**src/hdl/cnws_pkg.sv**
```systemverilog
// shared types, constants and helpers of the character lcd nibble write sequencer
package cnws_pkg;

  // field widths
  localparam int unsigned OpcodeW  = 2;
  localparam int unsigned ByteW    = 8;
  localparam int unsigned NibbleW  = 4;
  localparam int unsigned TimeW    = 13;
  localparam int unsigned InitStepW = 3;
  localparam int unsigned CfgIdxW  = 1;

  // enable timing in microseconds
  localparam logic [TimeW-1:0] CmdEnableHighUs  = TimeW'(15);
  localparam logic [TimeW-1:0] DataEnableHighUs = TimeW'(10);
  localparam logic [TimeW-1:0] MidEnableLowUs   = TimeW'(10);

  // settle register reset values
  localparam logic [TimeW-1:0] CmdSettleReset  = TimeW'(5000);
  localparam logic [TimeW-1:0] DataSettleReset = TimeW'(50);

  // configuration register indexes
  localparam logic [CfgIdxW-1:0] CfgCmdSettle  = CfgIdxW'(0);
  localparam logic [CfgIdxW-1:0] CfgDataSettle = CfgIdxW'(1);

  // init sequence
  localparam int unsigned InitLen = 5;
  localparam logic [InitStepW-1:0] InitFirstStep = InitStepW'(1);
  localparam logic [InitStepW-1:0] InitLastChain = InitStepW'(InitLen - 1);
  localparam logic [InitStepW-1:0] InitNone      = InitStepW'(0);

  // queue between front and back
  localparam int unsigned QDepth = 2;
  localparam int unsigned QPtrW  = (QDepth > 1) ? $clog2(QDepth) : 1;
  localparam int unsigned QCntW  = $clog2(QDepth + 1);

  typedef enum logic [OpcodeW-1:0] {
    OP_TICK = 2'd0,
    OP_CMD  = 2'd1,
    OP_DATA = 2'd2,
    OP_INIT = 2'd3
  } opcode_e;

  typedef enum logic [2:0] {
    PH_IDLE     = 3'd0,
    PH_HIGH_E   = 3'd1,
    PH_HIGH_GAP = 3'd2,
    PH_LOW_E    = 3'd3,
    PH_SETTLE   = 3'd4
  } phase_e;

  typedef struct packed {
    logic [OpcodeW-1:0] opcode;
    logic [ByteW-1:0]   byte_value;
  } in_item_t;

  typedef struct packed {
    logic [NibbleW-1:0] data_nibble;
    logic               rs_level;
    logic               enable_level;
    logic               busy_res;
    logic               rejected;
  } out_item_t;

  // classified request as the back end sees it
  typedef struct packed {
    logic             tick;
    logic             init;
    logic             rs;
    logic [ByteW-1:0] value;
  } req_t;

  typedef struct packed {
    logic               enable;
    logic               rs;
    logic [NibbleW-1:0] nibble;
  } pins_t;

  function automatic logic [ByteW-1:0] init_cmd(input logic [InitStepW-1:0] idx);
    logic [ByteW-1:0] cmd;
    case (idx)
      3'd0:    cmd = 8'h02;
      3'd1:    cmd = 8'h28;
      3'd2:    cmd = 8'h01;
      3'd3:    cmd = 8'h0C;
      3'd4:    cmd = 8'h06;
      default: cmd = 8'h00;
    endcase
    return cmd;
  endfunction

  function automatic logic [TimeW-1:0] high_time(input logic rs);
    return rs ? DataEnableHighUs : CmdEnableHighUs;
  endfunction

endpackage

```
**src/hdl/char_lcd_nibble_write_sequencer.sv**
```systemverilog
// top level of the character lcd 4-bit nibble write sequencer
//
//  port group   direction  handshake              payload
//  in_*         input      in_valid_i/in_stall_o   in_item_i  (opcode, byte_value)
//  out_*        output     out_valid_o/out_stall_i out_item_o (pins, busy, rejected)
//  cfg_*        input      cfg_we_i                cfg_idx_i, cfg_data_i (settle times)
//
//  one item per cycle sustained while out_stall_i stays low; an accepted item is written
//  into the queue, then popped and loaded into the output register, from which its
//  result is taken; the rate is set by the phase update in the back end
//  reset: settle times 5000 us (command) and 50 us (data), phase idle, pins low
//  a two-item queue takes up to two more items while a result waits on out_stall_i,
//  then in_stall_o rises until the output register drains
module char_lcd_nibble_write_sequencer (
  input  logic                          clk_i,
  input  logic                          rst_ni,
  // item input
  input  logic                          in_valid_i,
  output logic                          in_stall_o,
  input  cnws_pkg::in_item_t            in_item_i,
  // result output
  output logic                          out_valid_o,
  input  logic                          out_stall_i,
  output cnws_pkg::out_item_t           out_item_o,
  // configuration writes
  input  logic                          cfg_we_i,
  input  logic [cnws_pkg::CfgIdxW-1:0]  cfg_idx_i,
  input  logic [cnws_pkg::TimeW-1:0]    cfg_data_i
);
  import cnws_pkg::*;

  // front to queue
  logic push_valid;
  req_t push_req;
  logic q_full;

  // queue to back
  logic pop_valid;
  req_t pop_req;
  logic pop_ready;

  // front end decodes the opcode and picks the byte and rs to send
  cnws_front u_front (
    .in_valid_i   (in_valid_i),
    .in_stall_o   (in_stall_o),
    .in_item_i    (in_item_i),
    .push_valid_o (push_valid),
    .push_req_o   (push_req),
    .q_full_i     (q_full)
  );

  // decoupling queue, stalls the input only when full
  cnws_fifo u_fifo (
    .clk_i        (clk_i),
    .rst_ni       (rst_ni),
    .push_valid_i (push_valid),
    .push_req_i   (push_req),
    .full_o       (q_full),
    .pop_valid_o  (pop_valid),
    .pop_req_o    (pop_req),
    .pop_ready_i  (pop_ready)
  );

  // back end runs the enable phases, counts ticks and chains the init commands
  cnws_back u_back (
    .clk_i        (clk_i),
    .rst_ni       (rst_ni),
    .cfg_we_i     (cfg_we_i),
    .cfg_idx_i    (cfg_idx_i),
    .cfg_data_i   (cfg_data_i),
    .pop_valid_i  (pop_valid),
    .pop_req_i    (pop_req),
    .pop_ready_o  (pop_ready),
    .out_valid_o  (out_valid_o),
    .out_stall_i  (out_stall_i),
    .out_item_o   (out_item_o)
  );

endmodule

```
**src/hdl/cnws_front.sv**
```systemverilog
// front end: accepts items and classifies them into requests
module cnws_front (
  input  logic              in_valid_i,
  output logic              in_stall_o,
  input  cnws_pkg::in_item_t in_item_i,
  output logic              push_valid_o,
  output cnws_pkg::req_t    push_req_o,
  input  logic              q_full_i
);
  import cnws_pkg::*;

  req_t req;

  always_comb begin
    req       = '0;
    req.value = in_item_i.byte_value;
    case (opcode_e'(in_item_i.opcode))
      OP_TICK: begin
        req.tick  = 1'b1;
        req.value = '0;
      end
      OP_CMD: begin
        req.rs = 1'b0;
      end
      OP_DATA: begin
        req.rs = 1'b1;
      end
      OP_INIT: begin
        req.init  = 1'b1;
        req.value = init_cmd(InitStepW'(0));
      end
      default: begin
        req.tick = 1'b1;
      end
    endcase
  end

  assign push_valid_o = in_valid_i;
  assign push_req_o   = req;
  assign in_stall_o   = q_full_i;

endmodule

```
**src/hdl/cnws_fifo.sv**
```systemverilog
// short request queue between front and back
module cnws_fifo (
  input  logic           clk_i,
  input  logic           rst_ni,
  input  logic           push_valid_i,
  input  cnws_pkg::req_t push_req_i,
  output logic           full_o,
  output logic           pop_valid_o,
  output cnws_pkg::req_t pop_req_o,
  input  logic           pop_ready_i
);
  import cnws_pkg::*;

  req_t              mem_q [QDepth];
  logic [QPtrW-1:0]  wr_ptr_q, wr_ptr_d;
  logic [QPtrW-1:0]  rd_ptr_q, rd_ptr_d;
  logic [QCntW-1:0]  cnt_q, cnt_d;
  logic              push, pop;

  assign full_o      = (cnt_q == QCntW'(QDepth));
  assign pop_valid_o = (cnt_q != '0);
  assign pop_req_o   = mem_q[rd_ptr_q];

  assign push = push_valid_i && !full_o;
  assign pop  = pop_valid_o && pop_ready_i;

  always_comb begin
    wr_ptr_d = wr_ptr_q;
    rd_ptr_d = rd_ptr_q;
    cnt_d    = cnt_q;
    if (push) begin
      wr_ptr_d = (wr_ptr_q == QPtrW'(QDepth - 1)) ? '0 : wr_ptr_q + QPtrW'(1);
    end
    if (pop) begin
      rd_ptr_d = (rd_ptr_q == QPtrW'(QDepth - 1)) ? '0 : rd_ptr_q + QPtrW'(1);
    end
    if (push && !pop) begin
      cnt_d = cnt_q + QCntW'(1);
    end else if (pop && !push) begin
      cnt_d = cnt_q - QCntW'(1);
    end
  end

  always_ff @(posedge clk_i or negedge rst_ni) begin
    if (!rst_ni) begin
      wr_ptr_q <= '0;
      rd_ptr_q <= '0;
      cnt_q    <= '0;
    end else begin
      wr_ptr_q <= wr_ptr_d;
      rd_ptr_q <= rd_ptr_d;
      cnt_q    <= cnt_d;
    end
  end

  always_ff @(posedge clk_i) begin
    if (push) begin
      mem_q[wr_ptr_q] <= push_req_i;
    end
  end

endmodule

```
**src/hdl/cnws_back.sv**
```systemverilog
// back end: phase sequencer, settle registers and output register
module cnws_back (
  input  logic                                clk_i,
  input  logic                                rst_ni,
  input  logic                                cfg_we_i,
  input  logic [cnws_pkg::CfgIdxW-1:0]        cfg_idx_i,
  input  logic [cnws_pkg::TimeW-1:0]          cfg_data_i,
  input  logic                                pop_valid_i,
  input  cnws_pkg::req_t                      pop_req_i,
  output logic                                pop_ready_o,
  output logic                                out_valid_o,
  input  logic                                out_stall_i,
  output cnws_pkg::out_item_t                 out_item_o
);
  import cnws_pkg::*;

  logic [TimeW-1:0]     cmd_settle_q, data_settle_q;
  phase_e               phase_q, phase_d;
  logic [TimeW-1:0]     rem_q, rem_d;
  logic [ByteW-1:0]     byte_q, byte_d;
  logic                 rs_q, rs_d;
  logic [InitStepW-1:0] step_q, step_d;
  pins_t                pins_q, pins_d;
  logic                 rejected_d;
  logic                 out_valid_q;
  out_item_t            out_q, out_d;

  logic                 pop;
  logic                 busy;
  logic                 start;
  logic [ByteW-1:0]     start_val;
  logic                 start_rs;

  assign busy        = (phase_q != PH_IDLE);
  assign pop_ready_o = !out_valid_q || !out_stall_i;
  assign pop         = pop_valid_i && pop_ready_o;

  // settle registers
  always_ff @(posedge clk_i or negedge rst_ni) begin
    if (!rst_ni) begin
      cmd_settle_q  <= CmdSettleReset;
      data_settle_q <= DataSettleReset;
    end else if (cfg_we_i) begin
      case (cfg_idx_i)
        CfgCmdSettle:  cmd_settle_q  <= cfg_data_i;
        CfgDataSettle: data_settle_q <= cfg_data_i;
        default: ;
      endcase
    end
  end

  // next state
  always_comb begin
    phase_d    = phase_q;
    rem_d      = rem_q;
    byte_d     = byte_q;
    rs_d       = rs_q;
    step_d     = step_q;
    pins_d     = pins_q;
    rejected_d = 1'b0;
    start      = 1'b0;
    start_val  = pop_req_i.value;
    start_rs   = pop_req_i.rs;
    if (pop) begin
      if (pop_req_i.tick) begin
        if (busy) begin
          if (rem_q > TimeW'(1)) begin
            rem_d = rem_q - TimeW'(1);
          end else begin
            case (phase_q)
              PH_HIGH_E: begin
                phase_d       = PH_HIGH_GAP;
                rem_d         = MidEnableLowUs;
                pins_d.enable = 1'b0;
              end
              PH_HIGH_GAP: begin
                phase_d = PH_LOW_E;
                rem_d   = high_time(rs_q);
                pins_d  = '{enable: 1'b1, rs: rs_q, nibble: byte_q[NibbleW-1:0]};
              end
              PH_LOW_E: begin
                phase_d       = PH_SETTLE;
                rem_d         = rs_q ? data_settle_q : cmd_settle_q;
                pins_d.enable = 1'b0;
              end
              PH_SETTLE: begin
                if (step_q >= InitFirstStep && step_q <= InitLastChain) begin
                  // chain the next init command on this same tick
                  step_d    = step_q + InitStepW'(1);
                  start     = 1'b1;
                  start_val = init_cmd(step_q);
                  start_rs  = 1'b0;
                end else begin
                  step_d  = InitNone;
                  phase_d = PH_IDLE;
                  rem_d   = '0;
                end
              end
              default: begin
                phase_d = PH_IDLE;
                rem_d   = '0;
                step_d  = InitNone;
              end
            endcase
          end
        end
      end else if (busy) begin
        rejected_d = 1'b1;
      end else begin
        step_d = pop_req_i.init ? InitFirstStep : InitNone;
        start  = 1'b1;
      end
    end
    if (start) begin
      byte_d  = start_val;
      rs_d    = start_rs;
      phase_d = PH_HIGH_E;
      rem_d   = high_time(start_rs);
      pins_d  = '{enable: 1'b1, rs: start_rs, nibble: start_val[ByteW-1:NibbleW]};
    end
  end

  // result of the item being applied
  always_comb begin
    out_d.data_nibble  = pins_d.nibble;
    out_d.rs_level     = pins_d.rs;
    out_d.enable_level = pins_d.enable;
    out_d.busy_res     = (phase_d != PH_IDLE);
    out_d.rejected     = rejected_d;
  end

  always_ff @(posedge clk_i or negedge rst_ni) begin
    if (!rst_ni) begin
      phase_q     <= PH_IDLE;
      rem_q       <= '0;
      byte_q      <= '0;
      rs_q        <= 1'b0;
      step_q      <= InitNone;
      pins_q      <= '0;
      out_valid_q <= 1'b0;
    end else begin
      phase_q <= phase_d;
      rem_q   <= rem_d;
      byte_q  <= byte_d;
      rs_q    <= rs_d;
      step_q  <= step_d;
      pins_q  <= pins_d;
      if (pop) begin
        out_valid_q <= 1'b1;
      end else if (!out_stall_i) begin
        out_valid_q <= 1'b0;
      end
    end
  end

  always_ff @(posedge clk_i) begin
    if (pop) begin
      out_q <= out_d;
    end
  end

  assign out_valid_o = out_valid_q;
  assign out_item_o  = out_q;

  // busy flag of a result tracks the phase it left behind
  a_busy_matches_phase: assert property (@(posedge clk_i) disable iff (!rst_ni)
    pop |=> out_q.busy_res == (phase_q != PH_IDLE))
    else $error("busy flag disagrees with phase");

  a_reject_only_busy: assert property (@(posedge clk_i) disable iff (!rst_ni)
    out_valid_q && out_q.rejected |-> out_q.busy_res)
    else $error("rejected item while idle");

  a_strobe_only_busy: assert property (@(posedge clk_i) disable iff (!rst_ni)
    out_valid_q && out_q.enable_level |-> out_q.busy_res)
    else $error("enable high while idle");

  a_init_needs_busy: assert property (@(posedge clk_i) disable iff (!rst_ni)
    step_q != InitNone |-> phase_q != PH_IDLE)
    else $error("init step left over while idle");

  a_no_load_while_held: assert property (@(posedge clk_i) disable iff (!rst_ni)
    out_valid_q && out_stall_i |=> $stable(out_q))
    else $error("held result overwritten");

endmodule

```
**config.mk**
```make
export PLATFORM = sky130hd
export DESIGN_NAME = char_lcd_nibble_write_sequencer
export DESIGN_NICKNAME = d
export VERILOG_FILES = /design/src/hdl/cnws_pkg.sv /design/src/hdl/char_lcd_nibble_write_sequencer.sv /design/src/hdl/cnws_front.sv /design/src/hdl/cnws_fifo.sv /design/src/hdl/cnws_back.sv
export SDC_FILE = /design/constraint.sdc
export NUM_CORES = 1
export LEC_CHECK = 0
export ABC_CLOCK_PERIOD_IN_PS = 6100
export BUFFER_PORTS_ARGS = -buffer_cell sky130_fd_sc_hd__buf_4
export CAP_MARGIN = 30
export CORE_MARGIN = 5
export CORE_UTILIZATION = 25
export CTS_CLUSTER_DIAMETER = 100
export DETAILED_ROUTE_END_ITERATION = 12
export PLACE_DENSITY = 0.38
export SETUP_SLACK_MARGIN = 0.3
export SLEW_MARGIN = 10
export SYNTH_ARGS = -nofsm -noshare
export SYNTH_HDL_FRONTEND = slang
export SYNTH_HIERARCHICAL = 1
export SYNTH_SLANG_ARGS = --single-unit
```
**constraint.sdc**
```tcl
create_clock -name clk_i -period 6.1 [get_ports clk_i]
set_input_delay 0.305 -clock clk_i [delete_from_list [all_inputs] [get_ports clk_i]]
set_output_delay 0.305 -clock clk_i [all_outputs]
set_load 0.1 [all_outputs]
```
==> results.toml <==
[job]
maxCapViolations = 0

[cells_and_area]
n_antenna_cell = 0
multi_input_comb_area_um2 = 1921
seqCellArea_um2 = 2437
nets = 453
drive_gt1_share_pct = 29.59
area_delta_synth_final_pct = 17.51
fillers = 1851
fin_cells = 648

[power_and_ir_drop]
pwr-share-clk_pct = 21.4
ir_drop_mv = 0.2117
seqPwrFrac_pct = 40.9
p_int_mw = 1.455
switching_power_uw = 984.6
power.share.combinational_pct = 37.7
powerDensity_nw_per_um2 = 460.5
leakagePower_nw = 2.195
p_sw_share_pct = 40.36

[critical_path]
start_kind = "flip-flop"
setup.worst_path.end = "u_back/out_item_o[7]"
crit_start = "u_back/rem_q[3]"
r2r_start = "u_back/rem_q[3]"
critPathArrivalTime_ns = 2.78
r2r_setup_slack_ns = 3.40
r2r-end = "u_back/out_item_o[7]"
worstPathMaxFanout = 22
crit_path_end_kind = "flip-flop"
cp.required_ns = 6.18
reg2reg_depth = 5
path_class = "flip-flop to flip-flop"

[sta]
rsz0062_at_grt = "false"
max-slew-margin-rel_pct = 43.95
period_minus_slack_ns = 2.702
worst_slew_pin_slew_ns = 0.8377
setup_viol = 0
finalSetupTns_ns = 0
finalHoldViolations = 0
fin_skew_ns = 0.005207
max_freq_mhz = 370.1
maxSlewViolCount = 0
period_share_pct = 44.29

[drt]
vias = 2997
drc = 0
drt_iter0_markers = 87
vias_per_cell = 4.625
drt-pass1-iter-count = 4
wl_per_cell_um = 16.16
drtAntennaViolNets = 0
wl_um = 10470

[grt]
grt_max_degree = 62
grt_pass1_vias = 3242
antenna_found_initial = 0
grt_remaining_overflow = 0
grt.total_usage_pct = 10.78
grt_pass1_wl_um = 17240

[floorplanning]
dieHeight_um = 144.3
dieWidth_um = 144.3
dieArea_um2 = 20820
start_util_pct = 25.27
io_pins = 39
rows = 49
core_area_um2 = 17840

[outcome]
outcome = "completed"

[logic_synthesis]
ys_seq_elements = 91
yosys_most_used_dff = "dfrtp_1"
synth_cell_type_count = 59
yosysWarningCount = 6
avgSynthCellArea_um2 = 11.93
ys_async_sr_fraction_pct = 67.03
synth_edf_count = 30
synth_fp_nets = 417
ys_seq_area_share_pct = 54.07
synth_area_um2 = 4508
synth_cells = 378

[cts]
cts_resized = 0
clock_sinks = 91
cts.reportedPaths.clkPinSlew_ns = 0.06
postCtsSetupBuffers = 0
hold_buffers = 0
cts-htree-levels = 3
cts_root_buffer = "clkbuf_16"
clk_latency_ns = 0.34
cts_tree = "yes"
cts_buffer_depth = 2
numCtsBuffers = 9

[hold_path]
hp-class = "input pin to async pin"

[placement]
place_inst = 631
gp_congestion = 0.7703
io_buffer_count = 38
dp_hpwl_um = 7550
## per-layer routing
layer  track usage, %  up-vias  share of wire, %
li1                 -     1447                 -
met5                0        -                 0
met1            12.30     1491                42
met4            2.847        0               1.1
met3            3.307       10               3.8
met2            19.53       49                54
## critical path, stage by stage, from the launching register on
cell	delay (ns)
dfrtp_1	0.42
nor3_2	0.39
nand4_2	0.60
nor4_4	0.64
mux2i_1	0.28
a211oi_2	0.10
## flip-flops by register name (all words and copies together) (netlist names), 2 cells and up
signal	cells
u_back/data_settle_q	13
u_fifo/cnt_q	2
u_back/byte_q	4
u_back/out_item_o	8
u_back/cmd_settle_q	13
u_back/rem_q	13
u_fifo/mem_q	22
u_back/phase_q	3
u_back/pins_q	6
u_back/step_q	3
## area by class of cell
class | count | share of cell area, %
Sequential cell | 91 | 46.01
Multi-Input combinational cell | 253 | 36.25
Timing Repair Buffer | 42 | 5.905
Tap cell | 229 | 5.409
Clock buffer | 11 | 4.582
Inverter | 17 | 1.205
Clock inverter | 5 | 0.6377
## worst min-delay path by stage
| stage | to | cells after the start | start | slack [ns] |
|---|---|---|---|---|
| after floorplan | u_back/byte_q[0] | 0 | rst_ni | 0.009 |
| after global placement | u_back/rem_q[10] | 1 | rst_ni | 0.48 |
| after detailed placement | u_back/rem_q[10] | 1 | rst_ni | 0.47 |
| after CTS | u_back/rem_q[1] | 1 | rst_ni | 0.09 |
| after global routing | u_back/rem_q[10] | 1 | rst_ni | 0.14 |
| final | u_back/rem_q[10] | 1 | rst_ni | 0.05 |
## power by group through the flow
stage               clock network [mW]  logic (mW)  registers, mW
floorplan                            0       0.582           1.12
global placement                     0       0.928           1.01
detailed placement                   0       0.934           1.01
CTS                              0.548       0.936           1.00
global route                     0.572        1.00           1.03
finish                           0.523       0.919          0.998
## cell usage after synthesis (all sizes together), types with 3 or more instances
| cell | n | share of area (%) |
|---|---|---|
| buf | 10 | 1.3 |
| nand4 | 3 | 0.56 |
| edfxtp | 30 | 20 |
| dfstp | 8 | 4.7 |
| a31oi | 4 | 0.56 |
| xor2 | 3 | 0.58 |
| ha | 10 | 2.8 |
| or2 | 3 | 0.47 |
| nor3b | 3 | 0.50 |
| nand2b | 7 | 0.97 |
| o2bb2ai | 6 | 1.2 |
| and2 | 8 | 1.3 |
| nand3 | 9 | 1.0 |
| inv | 17 | 1.4 |
| clkbuf | 7 | 0.58 |
| xnor2 | 5 | 0.97 |
| and3 | 5 | 0.69 |
| nand2 | 21 | 2.0 |
| dfrtp | 53 | 29 |
| nor2 | 22 | 1.8 |
| nor4 | 4 | 1.2 |
| mux2i | 19 | 4.2 |
| mux2 | 39 | 11 |
| nor3 | 18 | 2.3 |
| o21ai | 25 | 2.8 |
| a21oi | 15 | 1.7 |
## cells by family after synthesis
kind of cell / share of synthesized area (%)
DFF: 54.07
and+or+nand+nor: 13.68
AOI/OAI and AO/OA: 9.798
xor gates and xnor gates: 1.554
buffers and inverters: 3.330
muxes: 14.79
adders and majority gates: 2.775
## placed cells by master (no fill, tap or decap), types with 3 or more instances in the layout
cell type	Yosys	final
mux2i_1	19	19
nor3_2	3	3
edfxtp_1	30	30
clkbuf_16	0	9
inv_1	16	16
a31oi_1	4	4
o21ai_0	20	20
ha_1	10	10
nor2_1	22	22
and2_2	7	7
dfstp_2	8	8
nor3_1	15	15
a21oi_1	15	15
nand3_1	9	9
dfrtp_1	53	53
xor2_1	3	3
and3_1	5	5
mux2_2	29	29
o21ai_1	5	5
buf_4	2	41
nand2b_1	7	7
o2bb2ai_1	6	6
nor3b_1	3	3
mux2_4	10	10
xnor2_1	5	5
nand2_1	18	18
## stage by stage
step | hold slack (ns) | instance area, µm² | utilization, % | total power [mW] | setup WS, ns
2_1_floorplan | 0.009409 | 4508 | - | 1.702 | 3.619
3_3_place_gp | 0.4759 | 5009 | 28.07 | 1.937 | 2.935
3_5_place_dp | 0.4682 | 5016 | 28.12 | 1.945 | 2.857
4_1_cts | 0.08864 | 5293 | 29.67 | 2.485 | 2.817
5_1_grt | 0.1449 | 5298 | 29.69 | 2.597 | 3.172
6_report | 0.05024 | 5298 | 29.69 | 2.440 | 3.398
No activity file was read; power rests on OpenSTA's default activity.
